==> src/rtl/core/iirl_pkg.sv <==
// Shared widths, request and status codes, and controller/datapath types for the indexed list.
package iirl_pkg;

  // Field widths of one item and one result.
  localparam int unsigned REQ_W = 3;
  localparam int unsigned POS_W = 5;
  localparam int unsigned VAL_W = 32;
  localparam int unsigned ST_W  = 2;
  localparam int unsigned LEN_W = 5;

  // Default list capacity.
  localparam int unsigned DEPTH_DEF = 16;

  // Request codes.
  localparam logic [REQ_W-1:0] REQ_GET     = 3'd0;
  localparam logic [REQ_W-1:0] REQ_REPLACE = 3'd1;
  localparam logic [REQ_W-1:0] REQ_INSERT  = 3'd2;
  localparam logic [REQ_W-1:0] REQ_REMOVE  = 3'd3;
  localparam logic [REQ_W-1:0] REQ_CLEAR   = 3'd4;

  // Result status codes.
  localparam logic [ST_W-1:0] ST_DONE  = 2'd0;
  localparam logic [ST_W-1:0] ST_RANGE = 2'd1;
  localparam logic [ST_W-1:0] ST_FULL  = 2'd2;

  // Controller states.
  typedef enum logic [2:0] {
    S_IDLE,
    S_CHECK,
    S_SHIFT_RD,
    S_SHIFT_WR,
    S_INS_FIN,
    S_CLR,
    S_RESPOND
  } iirl_state_e;

  // Cursor register operations.
  typedef enum logic [2:0] {
    CUR_HOLD,
    CUR_COUNT,
    CUR_POS,
    CUR_ZERO,
    CUR_INC,
    CUR_DEC
  } iirl_cur_op_e;

  // Read address selection.
  typedef enum logic [1:0] {
    RD_POS,
    RD_CUR_DN,
    RD_CUR_UP
  } iirl_rd_sel_e;

  // Write address and data selection.
  typedef enum logic [1:0] {
    WR_POS_VALUE,
    WR_CUR_RDATA,
    WR_CUR_ZERO
  } iirl_wr_sel_e;

  // Commands from the controller to the datapath.
  typedef struct packed {
    logic         load_req;
    logic         latch_status;
    logic         rd_en;
    iirl_rd_sel_e rd_sel;
    logic         wr_en;
    iirl_wr_sel_e wr_sel;
    logic         cnt_inc;
    logic         cnt_dec;
    iirl_cur_op_e cur_op;
  } iirl_cmd_t;

  // Status flags from the datapath to the controller.
  typedef struct packed {
    logic [REQ_W-1:0] req;
    logic             ok;
    logic             pos_lt_cnt;
    logic             pos_p1_eq_cnt;
    logic             cnt_zero;
    logic             cur_dn_eq_pos;
    logic             cur_p1_eq_cnt;
    logic             cur_p2_eq_cnt;
  } iirl_stat_t;

endpackage

==> src/rtl/core/iirl_ctrl.sv <==
// Controller state machine that sequences each list request over the datapath.
module iirl_ctrl import iirl_pkg::*; (
  input  logic       clk_i,
  input  logic       rst_ni,
  input  logic       start,
  output logic       busy,
  output logic       done_o,
  input  iirl_stat_t stat_i,
  output iirl_cmd_t  cmd_o
);

  iirl_state_e state_q, state_d;

  // State register.
  always_ff @(posedge clk_i or negedge rst_ni) begin
    if (!rst_ni) begin
      state_q <= S_IDLE;
    end else begin
      state_q <= state_d;
    end
  end

  // A new item may be taken while idle or while the previous result is shown.
  assign busy   = !((state_q == S_IDLE) || (state_q == S_RESPOND));
  assign done_o = (state_q == S_RESPOND);

  // Next state and datapath commands.
  always_comb begin
    state_d            = state_q;
    cmd_o.load_req     = 1'b0;
    cmd_o.latch_status = 1'b0;
    cmd_o.rd_en        = 1'b0;
    cmd_o.rd_sel       = RD_POS;
    cmd_o.wr_en        = 1'b0;
    cmd_o.wr_sel       = WR_POS_VALUE;
    cmd_o.cnt_inc      = 1'b0;
    cmd_o.cnt_dec      = 1'b0;
    cmd_o.cur_op       = CUR_HOLD;

    case (state_q)
      S_IDLE: begin
        if (start) begin
          cmd_o.load_req = 1'b1;
          state_d        = S_CHECK;
        end
      end

      S_CHECK: begin
        cmd_o.latch_status = 1'b1;
        state_d            = S_RESPOND;
        if (stat_i.ok) begin
          case (stat_i.req)
            REQ_GET: begin
              cmd_o.rd_en  = 1'b1;
              cmd_o.rd_sel = RD_POS;
            end
            REQ_REPLACE: begin
              cmd_o.wr_en  = 1'b1;
              cmd_o.wr_sel = WR_POS_VALUE;
            end
            REQ_INSERT: begin
              // Appending at the end needs no shift.
              if (!stat_i.pos_lt_cnt) begin
                state_d = S_INS_FIN;
              end else begin
                cmd_o.cur_op = CUR_COUNT;
                state_d      = S_SHIFT_RD;
              end
            end
            REQ_REMOVE: begin
              // Removing the last entry needs no shift.
              if (stat_i.pos_p1_eq_cnt) begin
                cmd_o.cnt_dec = 1'b1;
              end else begin
                cmd_o.cur_op = CUR_POS;
                state_d      = S_SHIFT_RD;
              end
            end
            REQ_CLEAR: begin
              if (!stat_i.cnt_zero) begin
                cmd_o.cur_op = CUR_ZERO;
                state_d      = S_CLR;
              end
            end
            default: begin
            end
          endcase
        end
      end

      S_SHIFT_RD: begin
        cmd_o.rd_en  = 1'b1;
        cmd_o.rd_sel = (stat_i.req == REQ_INSERT) ? RD_CUR_DN : RD_CUR_UP;
        state_d      = S_SHIFT_WR;
      end

      S_SHIFT_WR: begin
        cmd_o.wr_en  = 1'b1;
        cmd_o.wr_sel = WR_CUR_RDATA;
        if (stat_i.req == REQ_INSERT) begin
          if (stat_i.cur_dn_eq_pos) begin
            state_d = S_INS_FIN;
          end else begin
            cmd_o.cur_op = CUR_DEC;
            state_d      = S_SHIFT_RD;
          end
        end else begin
          if (stat_i.cur_p2_eq_cnt) begin
            cmd_o.cnt_dec = 1'b1;
            state_d       = S_RESPOND;
          end else begin
            cmd_o.cur_op = CUR_INC;
            state_d      = S_SHIFT_RD;
          end
        end
      end

      S_INS_FIN: begin
        cmd_o.wr_en   = 1'b1;
        cmd_o.wr_sel  = WR_POS_VALUE;
        cmd_o.cnt_inc = 1'b1;
        state_d       = S_RESPOND;
      end

      S_CLR: begin
        cmd_o.wr_en  = 1'b1;
        cmd_o.wr_sel = WR_CUR_ZERO;
        if (stat_i.cur_p1_eq_cnt) begin
          state_d = S_RESPOND;
        end else begin
          cmd_o.cur_op = CUR_INC;
        end
      end

      S_RESPOND: begin
        if (start) begin
          cmd_o.load_req = 1'b1;
          state_d        = S_CHECK;
        end else begin
          state_d = S_IDLE;
        end
      end

      default: begin
        state_d = S_IDLE;
      end
    endcase
  end

  // An accepted item always starts with its range check.
  a_accept_check: assert property (@(posedge clk_i) disable iff (!rst_ni)
    (start && !busy) |=> (state_q == S_CHECK))
    else $error("accepted item did not enter the check state");

  // Each result strobe lasts a single cycle.
  a_done_single: assert property (@(posedge clk_i) disable iff (!rst_ni)
    done_o |=> !done_o)
    else $error("result strobe held for more than one cycle");

  // Every shift read is followed by its write.
  a_shift_pair: assert property (@(posedge clk_i) disable iff (!rst_ni)
    (state_q == S_SHIFT_RD) |=> (state_q == S_SHIFT_WR))
    else $error("shift read not followed by its write");

endmodule

==> src/rtl/core/iirl_dpath.sv <==
// Datapath of the indexed list: request registers, entry memory, count, cursor and checks.
module iirl_dpath import iirl_pkg::*; #(
  parameter int unsigned DEPTH = DEPTH_DEF
) (
  input  logic                    clk_i,
  input  logic                    rst_ni,
  input  logic [REQ_W-1:0]        req_type_i,
  input  logic [POS_W-1:0]        position_i,
  input  logic signed [VAL_W-1:0] value_i,
  input  iirl_cmd_t               cmd_i,
  output iirl_stat_t              stat_o,
  output logic [ST_W-1:0]         status_o,
  output logic signed [VAL_W-1:0] read_value_o,
  output logic [LEN_W-1:0]        length_o
);

  localparam int unsigned AW = $clog2(DEPTH);
  localparam int unsigned CW = $clog2(DEPTH + 1);
  localparam int unsigned XW = (CW > POS_W) ? CW : POS_W;
  localparam int unsigned EW = XW + 1;

  logic [REQ_W-1:0]        req_q;
  logic [POS_W-1:0]        pos_q;
  logic signed [VAL_W-1:0] val_q;
  logic [CW-1:0]           count_q;
  logic [AW-1:0]           cursor_q, cursor_d;
  logic [ST_W-1:0]         status_q;
  logic signed [VAL_W-1:0] rdata_q;
  logic signed [VAL_W-1:0] mem [DEPTH];

  logic [EW-1:0]           pos_e, cnt_e, cur_e;
  logic [AW-1:0]           pos_a, rd_addr, wr_addr;
  logic signed [VAL_W-1:0] wr_data;
  logic                    pos_lt_cnt, pos_le_cnt, full;
  logic [ST_W-1:0]         st_code;

  // Request capture; the code is reset since the controller branches on it.
  always_ff @(posedge clk_i or negedge rst_ni) begin
    if (!rst_ni) begin
      req_q <= REQ_GET;
    end else if (cmd_i.load_req) begin
      req_q <= req_type_i;
    end
  end

  always_ff @(posedge clk_i) begin
    if (cmd_i.load_req) begin
      pos_q <= position_i;
      val_q <= value_i;
    end
  end

  // Common-width views for the comparisons.
  assign pos_e = EW'(pos_q);
  assign cnt_e = EW'(count_q);
  assign cur_e = EW'(cursor_q);
  assign pos_a = pos_e[AW-1:0];

  assign pos_lt_cnt = (pos_e < cnt_e);
  assign pos_le_cnt = (pos_e <= cnt_e);
  assign full       = (cnt_e == EW'(DEPTH));

  // Range and capacity check on the captured item.
  always_comb begin
    st_code = ST_DONE;
    case (req_q)
      REQ_GET, REQ_REPLACE, REQ_REMOVE: begin
        if (!pos_lt_cnt) begin
          st_code = ST_RANGE;
        end
      end
      REQ_INSERT: begin
        if (!pos_le_cnt) begin
          st_code = ST_RANGE;
        end else if (full) begin
          st_code = ST_FULL;
        end
      end
      default: begin
      end
    endcase
  end

  assign stat_o.req           = req_q;
  assign stat_o.ok            = (st_code == ST_DONE);
  assign stat_o.pos_lt_cnt    = pos_lt_cnt;
  assign stat_o.pos_p1_eq_cnt = ((pos_e + EW'(1)) == cnt_e);
  assign stat_o.cnt_zero      = (count_q == '0);
  assign stat_o.cur_dn_eq_pos = ((cur_e - EW'(1)) == pos_e);
  assign stat_o.cur_p1_eq_cnt = ((cur_e + EW'(1)) == cnt_e);
  assign stat_o.cur_p2_eq_cnt = ((cur_e + EW'(2)) == cnt_e);

  // Status of the current item, taken while it is checked.
  always_ff @(posedge clk_i or negedge rst_ni) begin
    if (!rst_ni) begin
      status_q <= ST_DONE;
    end else if (cmd_i.latch_status) begin
      status_q <= st_code;
    end
  end

  // Entry count.
  always_ff @(posedge clk_i or negedge rst_ni) begin
    if (!rst_ni) begin
      count_q <= '0;
    end else if (cmd_i.cnt_inc) begin
      count_q <= count_q + CW'(1);
    end else if (cmd_i.cnt_dec) begin
      count_q <= count_q - CW'(1);
    end
  end

  // Cursor that walks the entries during shifts and clears.
  always_comb begin
    case (cmd_i.cur_op)
      CUR_HOLD:  cursor_d = cursor_q;
      CUR_COUNT: cursor_d = cnt_e[AW-1:0];
      CUR_POS:   cursor_d = pos_a;
      CUR_ZERO:  cursor_d = '0;
      CUR_INC:   cursor_d = cursor_q + AW'(1);
      CUR_DEC:   cursor_d = cursor_q - AW'(1);
      default:   cursor_d = cursor_q;
    endcase
  end

  always_ff @(posedge clk_i or negedge rst_ni) begin
    if (!rst_ni) begin
      cursor_q <= '0;
    end else begin
      cursor_q <= cursor_d;
    end
  end

  // Memory address and data selection.
  always_comb begin
    case (cmd_i.rd_sel)
      RD_POS:    rd_addr = pos_a;
      RD_CUR_DN: rd_addr = cursor_q - AW'(1);
      RD_CUR_UP: rd_addr = cursor_q + AW'(1);
      default:   rd_addr = pos_a;
    endcase
  end

  always_comb begin
    case (cmd_i.wr_sel)
      WR_POS_VALUE: begin
        wr_addr = pos_a;
        wr_data = val_q;
      end
      WR_CUR_RDATA: begin
        wr_addr = cursor_q;
        wr_data = rdata_q;
      end
      WR_CUR_ZERO: begin
        wr_addr = cursor_q;
        wr_data = '0;
      end
      default: begin
        wr_addr = pos_a;
        wr_data = val_q;
      end
    endcase
  end

  // Entry memory: one write and one registered read per cycle.
  always_ff @(posedge clk_i) begin
    if (cmd_i.wr_en) begin
      mem[wr_addr] <= wr_data;
    end
  end

  always_ff @(posedge clk_i) begin
    if (cmd_i.rd_en) begin
      rdata_q <= mem[rd_addr];
    end
  end

  // Result fields.
  assign status_o     = status_q;
  assign read_value_o = ((status_q == ST_DONE) && (req_q == REQ_GET)) ? rdata_q : '0;
  assign length_o     = cnt_e[LEN_W-1:0];

  // The count never passes the capacity.
  a_cnt_bound: assert property (@(posedge clk_i) disable iff (!rst_ni)
    count_q <= CW'(DEPTH))
    else $error("entry count above capacity");

  // An insert only grows a list that has room.
  a_inc_room: assert property (@(posedge clk_i) disable iff (!rst_ni)
    cmd_i.cnt_inc |-> !full)
    else $error("count increment on a full list");

  // A removal never runs on an empty list.
  a_dec_nonempty: assert property (@(posedge clk_i) disable iff (!rst_ni)
    cmd_i.cnt_dec |-> (count_q != '0))
    else $error("count decrement on an empty list");

endmodule

==> src/rtl/core/indexed_insert_remove_list_top.sv <==
// Top level of the indexed list: joins the controller and the datapath.
//
// Usage: an item (req_type_i, position_i, value_i) is taken at a rising edge with
// start high and busy low. Exactly one result (status_o, read_value_o, length_o)
// follows, shown for a single cycle while done_o is high; the receiver cannot stall.
// busy is low while idle and during the cycle that shows a result, so the next
// item may be given in that same cycle.
// Insert moves the n - p entries from position p up by one (n = count before the
// request, p = position); remove moves the n - 1 - p entries above p down by one;
// clear writes zero to all n entries; get, replace, errors, full and unused codes
// move no entries. Each moved entry is read and then written back in the shift
// states, and each cleared entry is written once.
// Reset makes the list empty and the block idle; entry contents are not
// cleared and are only read after an insert has written them.
module indexed_insert_remove_list_top import iirl_pkg::*; #(
  parameter int unsigned DEPTH = DEPTH_DEF
) (
  input  logic                    clk_i,
  input  logic                    rst_ni,
  input  logic                    start,
  output logic                    busy,
  input  logic [REQ_W-1:0]        req_type_i,
  input  logic [POS_W-1:0]        position_i,
  input  logic signed [VAL_W-1:0] value_i,
  output logic                    done_o,
  output logic [ST_W-1:0]         status_o,
  output logic signed [VAL_W-1:0] read_value_o,
  output logic [LEN_W-1:0]        length_o
);

  iirl_cmd_t  cmd;
  iirl_stat_t stat;

  // Request sequencer.
  iirl_ctrl u_ctrl (
    .clk_i  (clk_i),
    .rst_ni (rst_ni),
    .start  (start),
    .busy   (busy),
    .done_o (done_o),
    .stat_i (stat),
    .cmd_o  (cmd)
  );

  // Storage, count and checks.
  iirl_dpath #(
    .DEPTH (DEPTH)
  ) u_dpath (
    .clk_i        (clk_i),
    .rst_ni       (rst_ni),
    .req_type_i   (req_type_i),
    .position_i   (position_i),
    .value_i      (value_i),
    .cmd_i        (cmd),
    .stat_o       (stat),
    .status_o     (status_o),
    .read_value_o (read_value_o),
    .length_o     (length_o)
  );

endmodule

==> config.mk <==
export PLATFORM = sky130hd
export DESIGN_NAME = indexed_insert_remove_list_top
export DESIGN_NICKNAME = d
export VERILOG_FILES = /design/src/rtl/core/iirl_pkg.sv /design/src/rtl/core/iirl_ctrl.sv /design/src/rtl/core/iirl_dpath.sv /design/src/rtl/core/indexed_insert_remove_list_top.sv
export SDC_FILE = /design/constraint.sdc
export NUM_CORES = 1
export LEC_CHECK = 0
export BUFFER_PORTS_ARGS = -buffer_cell sky130_fd_sc_hd__buf_4
export CELL_PAD_IN_SITES_DETAIL_PLACEMENT = 0
export CELL_PAD_IN_SITES_GLOBAL_PLACEMENT = 2
export CORE_UTILIZATION = 47
export DETAILED_ROUTE_END_ITERATION = 12
export GPL_TIMING_DRIVEN = 0
export PLACE_DENSITY_LB_ADDON = 0.1
export SYNTH_ARGS = -nofsm -noshare
export SYNTH_HDL_FRONTEND = slang
export SYNTH_SLANG_ARGS = --single-unit
==> constraint.sdc <==
create_clock -name clk_i -period 9.9 [get_ports clk_i]
set_input_delay 1.485 -clock clk_i [delete_from_list [all_inputs] [get_ports clk_i]]
set_output_delay 1.485 -clock clk_i [all_outputs]
set_load 0.05 [all_outputs]
[Yosys cells after proc, flatten, opt, wreduce, memory -nomap -nowiden]
Memories as Yosys holds them, arrays and structs flattened. A register that Yosys moved wholly into a read port is not among the register bits.
Cells that the tools add are included.
W data, S select, Z words.
Operators by class
  order comparisons: 2
  reduce and logical (&&, ||, !) cells: 14
  multiplexer cells: 50
  equality and inequality tests: 26
  add/subtract/negate cells: 8
Operator list (number)
  $pmux W32 S2: 1
  $mux W3: 14
  $mux W32: 1
  $pmux W3 S3: 3
  $eq A6 B5 Y1: 4
  $pmux W3 S7: 1
  $pmux W4 S5: 1
  $eq A3 B2 Y1 const B: 6
  $eq A3 B3 Y1 const B: 6
  $mux W1: 13
  $mux W2: 6
  $pmux W3 S4: 1
  $mux W5: 2
  $eq A3 B1 Y1 const B: 3
  $mux W4: 2
  $pmux W4 S2: 1
  $add A5 B1 Y6 const B: 1
  $logic_not A3 Y1: 2
  $mux W6: 1
  $pmux W3 S2: 1
  $add A4 B1 Y5 const B: 1
  $add A4 B2 Y5 const B: 1
  $add A5 B1 Y5 const B: 1
  $eq A5 B5 Y1 const B: 1
  21 further kinds: 26
Storage, ports and cells
  bits of input ports: 43
  memories: 1
  flip-flop bits (word level): 54
  output and inout port bits: 41
  word-level logic and storage cells: 108
  bits in writable memories: 512
Memories
  u_dpath.mem: depth 16, bits a word 32, read ports 1, clocked after Yosys merged registers in 1, write ports 1, line iirl_dpath.sv:29  | logic signed [VAL_W-1:0] mem [DEPTH];

[Depth between registers and ports, before layout]
  word-level depth: 10
  mapped depth: 15
  depth with buffers taken out: 12

[By module]
A second synthesis with hierarchy kept.
Unflattened totals
  cells, all modules: 1333
  area, all modules: 24497.2 um^2
By module, submodules not included
  iirl_dpath: seq. area each 17797.1 um^2, times used 1, area each 24033.0 um^2, cells each 1269
  iirl_ctrl: seq. area each 75.1 um^2, times used 1, area each 464.2 um^2, cells each 64

[Least setup slack after synthesis]
Ideal clock, no wire load.
  kind: register to register
  start: register u_dpath.count_q[4], in the netlist u_dpath.length_o[4]
  end: memory u_dpath.mem[1][0], enable pin
  data required time: 9439 ps
  clock period less this slack: 5261 ps
  setup time: 461 ps
  stages on the path, launching flop included: 12
  buffers on the path: 2
  data arrival time: 4800 ps
  path slack: 4639 ps
  cell sequence: dfrtp_1 buf_2 inv_1 ha_1 nand4_2 or2_4 o311ai_4 a41oi_1 nor2_1 o21ai_2 buf_4 nor3_1
On the way
  longest elaborated chain between the ends: 10
  elaborated cells between the ends (all ways): 16
  classes of those cells: order compare (2); eq/ne (3); mux (9); reduce/logical (2)
Ends and longest elaborated chain
  from (decl): line iirl_dpath.sv:25  | logic [CW-1:0] count_q;
  from (signal assigned): line iirl_dpath.sv:107  | count_q <= count_q + CW'(1);
  from (signal assigned): line iirl_dpath.sv:109  | count_q <= count_q - CW'(1);
  parallel branches: the longest is 3 deep, another holds $le A5 B5 Y1
  $pmux W2 S2 *: line iirl_dpath.sv:66  | case (req_q)
  $logic_not A2 Y1 *: line iirl_dpath.sv:85  | assign stat_o.ok = (st_code == ST_DONE);
  $mux W6 *: line iirl_ctrl.sv:51  | if (stat_i.ok) begin
  $pmux W3 S4 *: line iirl_ctrl.sv:40  | case (state_q)
  $eq A2 B1 Y1 or $eq A2 B2 Y1 (tied branches): line iirl_dpath.sv:145  | case (cmd_i.wr_sel)
  $reduce_or A2 Y1 (no line)
  $mux W4: line iirl_dpath.sv:145
  to (decl): line iirl_dpath.sv:29
Every way passes the cells marked *.

[Final worst setup path]
  start: register u_dpath.req_q[0]
  end: output port read_value_o[11]
On the way
  longest elaborated chain between the ends: 3
Ends and longest elaborated chain
  from (decl): line iirl_dpath.sv:22  | logic [REQ_W-1:0] req_q;
  from (signal assigned): line iirl_dpath.sv:42  | req_q <= req_type_i;
  $logic_not A3 Y1: line iirl_dpath.sv:180  | assign read_value_o = ((status_q == ST_DONE) && (req_q == REQ_GET)) ? rdata_q : '0;
  $logic_and A1 B1 Y1: line iirl_dpath.sv:180
  $mux W32: line iirl_dpath.sv:180
  to (decl): line indexed_insert_remove_list_top.sv:27  | output logic signed [VAL_W-1:0] read_value_o,
No other way between the ends.

==> results.yml <==
outcome:
  status: "complete, no violations"
power_and_ir_drop:
  switchingPower_w: 0.003602
  powerDensity_nw_per_um2: 348.8
  p_leak_nw: 9.678
  power_frac_comb: 0.397
  power_switching_share: 0.3601
  p_int_w: 0.006400
  peakVddDrop_v: 0.0001702
  p_clk_frac: 0.227
  power_frac_seq: 0.375
global_routing:
  antenna_found_initial: 0
  grt-ovfl-total: 0
  grt_pass1_wl_um: 88650
  first_global_vias: 12970
  grt_start_max_net_pins: 24
  grt_usage: 0.2352
worst_setup_path:
  rr_startpoint: "u_dpath.req_q[0]"
  setup.worst_path.end: "read_value_o[11]"
  r2r-end: "u_dpath.rdata_q[21]"
  worstPathCellList: "buf_2 -> or3_1 -> nor3_2 -> clkbuf_1 -> and2_1 -> buf_4"
  cp-start-kind: "register"
  r2r_setup_slack_ns: 5.48
  cp_top_family: "simple AND/OR/NAND/NOR gates"
  cp_num_cells: 6
  crit_required_ns: 8.42
  worstSetupPathType: "register to output port"
  cpPeakStageDelay_ns: 0.67
  crit_path_max_fanout: 10
  cp_slowest_cell: "nor3_2"
  cp-startpoint: "u_dpath.req_q[0]"
  reg2reg_depth: 12
  cp_num_buf_inv: 3
  end_kind: "output port"
  cp.arrival_ns: 3.48
timing:
  tightest_slew_ns: 1.448
  min_period_ns: 4.961
  fin_crit_sh: 0.5011
  clock_skew_ns: 0.03491
  rsz0062_at_grt: "false"
  fin_ws_ns: 4.939
  hold_viol_final: 0
  fin_setup_tns_ns: 0
  clock.fmax_mhz: 201.6
  finalMaxSlewViolations: 0
  slew_headroom: 0.03433
  setup_viol: 0
  holdWs_ns: 0.5306
clock_network:
  cts_buffer_depth: 3
  cts_made_buffers: 59
  holdBufCountCts: 0
  htreeDepth: 2
  insertion_delay_ns: 0.63
  cts_tree: "yes"
  cts_num_sinks: 598
  clk_transition_reported_paths_ns: 0.06
  post_cts_buffers: 0
  root_buffer: "clkbuf_16"
  postCtsResizedCells: 0
synthesis:
  ys.flop_type: "edfxtp_1"
  seq_area_frac_synth: 0.7345
  yosysTopAreaCell: "edfxtp_1"
  synth_area_um2: 24330
  yosys_warnings: 0
  synth_cell_types: 80
  ys_ff_latch: 598
  synthTopCellsByArea: "edfxtp_1 (72%), mux4_2 (12%), dfrtp_1 (1.7%), mux2i_1 (1.4%), a22o_1 (1.2%)"
  synth_top_cell_area_share: 0.7171
  synth_edf_count: 581
  syn-num-nets: 1299
  synthArstFlopShare: 0.02843
  synth_area_per_cell_um2: 19.64
  postSynthCellCount: 1239
job:
  cap_violations: 0
drt:
  route.detailed.drc: 0
  ant_nets: 0
  drtIter0Drc: 1106
  viasPerCell: 5.813
  wl_per_cell_um: 27.80
  vias: 12670
  dr.pass1.iters: 5
  routed_wl_um: 60610
min_path:
  hold_class: "register to register"
die:
  coreArea_um2: 51200
  die_y_um: 229.5
  die_w_um: 229.5
  pin_count: 84
  die-area_um2: 52680
  initial_core_util: 0.4752
  num_rows: 83
place:
  portBuffers: 83
  place_area_um2: 26700
  place_hpwl_um: 40700
  gp_congestion: 0.8025
  dpl_worst_slack_ns: 5.422
cells_and_area:
  synthToLayoutAreaGrowth_pct: 17.84
  layout_common_cells: "edfxtp_1 (581), mux4_2 (128), buf_4 (103), clkbuf_16 (59), buf_6 (53)"
  antennaDiodeCount: 0
  design_area_um2: 28670
  final_nets: 1510
  drive_above_1_share: 0.3000
  final_common_cell: "edfxtp_1"
state kept, by name, summed over array words and instances (netlist names):
name,cells
u_dpath.rdata_q,32
u_ctrl.state_q,3
u_dpath.req_q,3
u_dpath.length_o,5
u_dpath.cursor_q,4
u_dpath.val_q,32
u_dpath.mem,512
u_dpath.pos_q,5
u_dpath.status_o,2
power groups by stage:
| stage | logic (W) | clock network [W] | registers [W] |
|---|---|---|---|
| after global routing | 0.00428 | 0.00240 | 0.00379 |
| after global placement | 0.00382 | 0 | 0.00385 |
| after detailed placement | 0.00401 | 0 | 0.00381 |
| after floorplan | 0.00260 | 0 | 0.00380 |
| final | 0.00397 | 0.00227 | 0.00375 |
| after CTS | 0.00403 | 0.00232 | 0.00376 |
worst min-delay path by stage:
stage / startpoint / end / slack, ns / depth (start not counted)
floorplan: u_dpath.cursor_q[0] / u_dpath.cursor_q[0] / 0.66 / 2
global placement: u_dpath.status_o[1] / u_dpath.status_o[1] / 0.50 / 2
detailed placement: u_dpath.status_o[0] / u_dpath.status_o[0] / 0.52 / 2
CTS: u_dpath.status_o[0] / u_dpath.status_o[0] / 0.54 / 2
global route: u_dpath.status_o[1] / u_dpath.status_o[1] / 0.61 / 2
finish: u_dpath.status_o[0] / u_dpath.status_o[0] / 0.53 / 2
kinds of logic (layout without fill, tap and decap cells):
| kind of cell | count (synthesis) | count (layout) | share of synthesized area |
|---|---|---|---|
| flip-flops | 598 | 598 | 0.7345 |
| AO/OA/AOI/OAI | 177 | 177 | 0.05405 |
| AND/OR/NAND/NOR | 170 | 170 | 0.04119 |
| multiplexers | 162 | 162 | 0.1325 |
| buffers and inverters | 89 | 350 | 0.01779 |
| XOR/XNOR | 26 | 26 | 0.01085 |
| adder cells (fa/ha/maj) | 17 | 17 | 0.009051 |
cell usage after synthesis, types with 6 or more instances:
cell / number
nand2_1: 22
mux4_2: 128
inv_1: 16
buf_2: 25
xnor2_1: 15
o21ai_1: 6
dfrtp_1: 17
a21oi_1: 49
and2_1: 32
a22o_1: 33
xor2_1: 8
nor3_1: 26
nor2b_1: 35
mux2i_1: 33
a211oi_1: 34
ha_1: 16
clkbuf_1: 27
edfxtp_1: 581
buf_4: 16
nor2_1: 20
o21ai_0: 8
a31oi_1: 10
metal layers:
metal,vias up,global-route usage,wire (µm)
met3,82,0.03324,2904
met1,6698,0.3324,26580
li1,5523,-,-
met4,0,0.07458,1663
met2,369,0.3795,29460
met5,-,0,0
worst min-delay path, delay by kind of cell (launching register included):
kind            cells  cell delay [ns]
flops               1             0.38
simple gates        1             0.05
compound gates      1             0.06
metrics by stage:
step | total power (W) | instances | util
global placement | 0.007670 | 2002 | 0.5040
CTS | 0.01010 | 2180 | 0.5600
detailed placement | 0.007820 | 2069 | 0.5216
floorplan | 0.006405 | 1239 | -
global route | 0.01047 | 2180 | 0.5600
finish | 0.01000 | 2180 | 0.5600
layout make-up:
class,count,area [µm²]
buffer,71,365.4
clock buffer,73,1549
clock inverter,38,417.9
fill,3954,22530
inverter,18,67.56
multi-input combinational,552,6130
sequential,598,17870
tap,680,850.8
timing repair buffer,150,1419
Power figures use the tool's default switching activity.
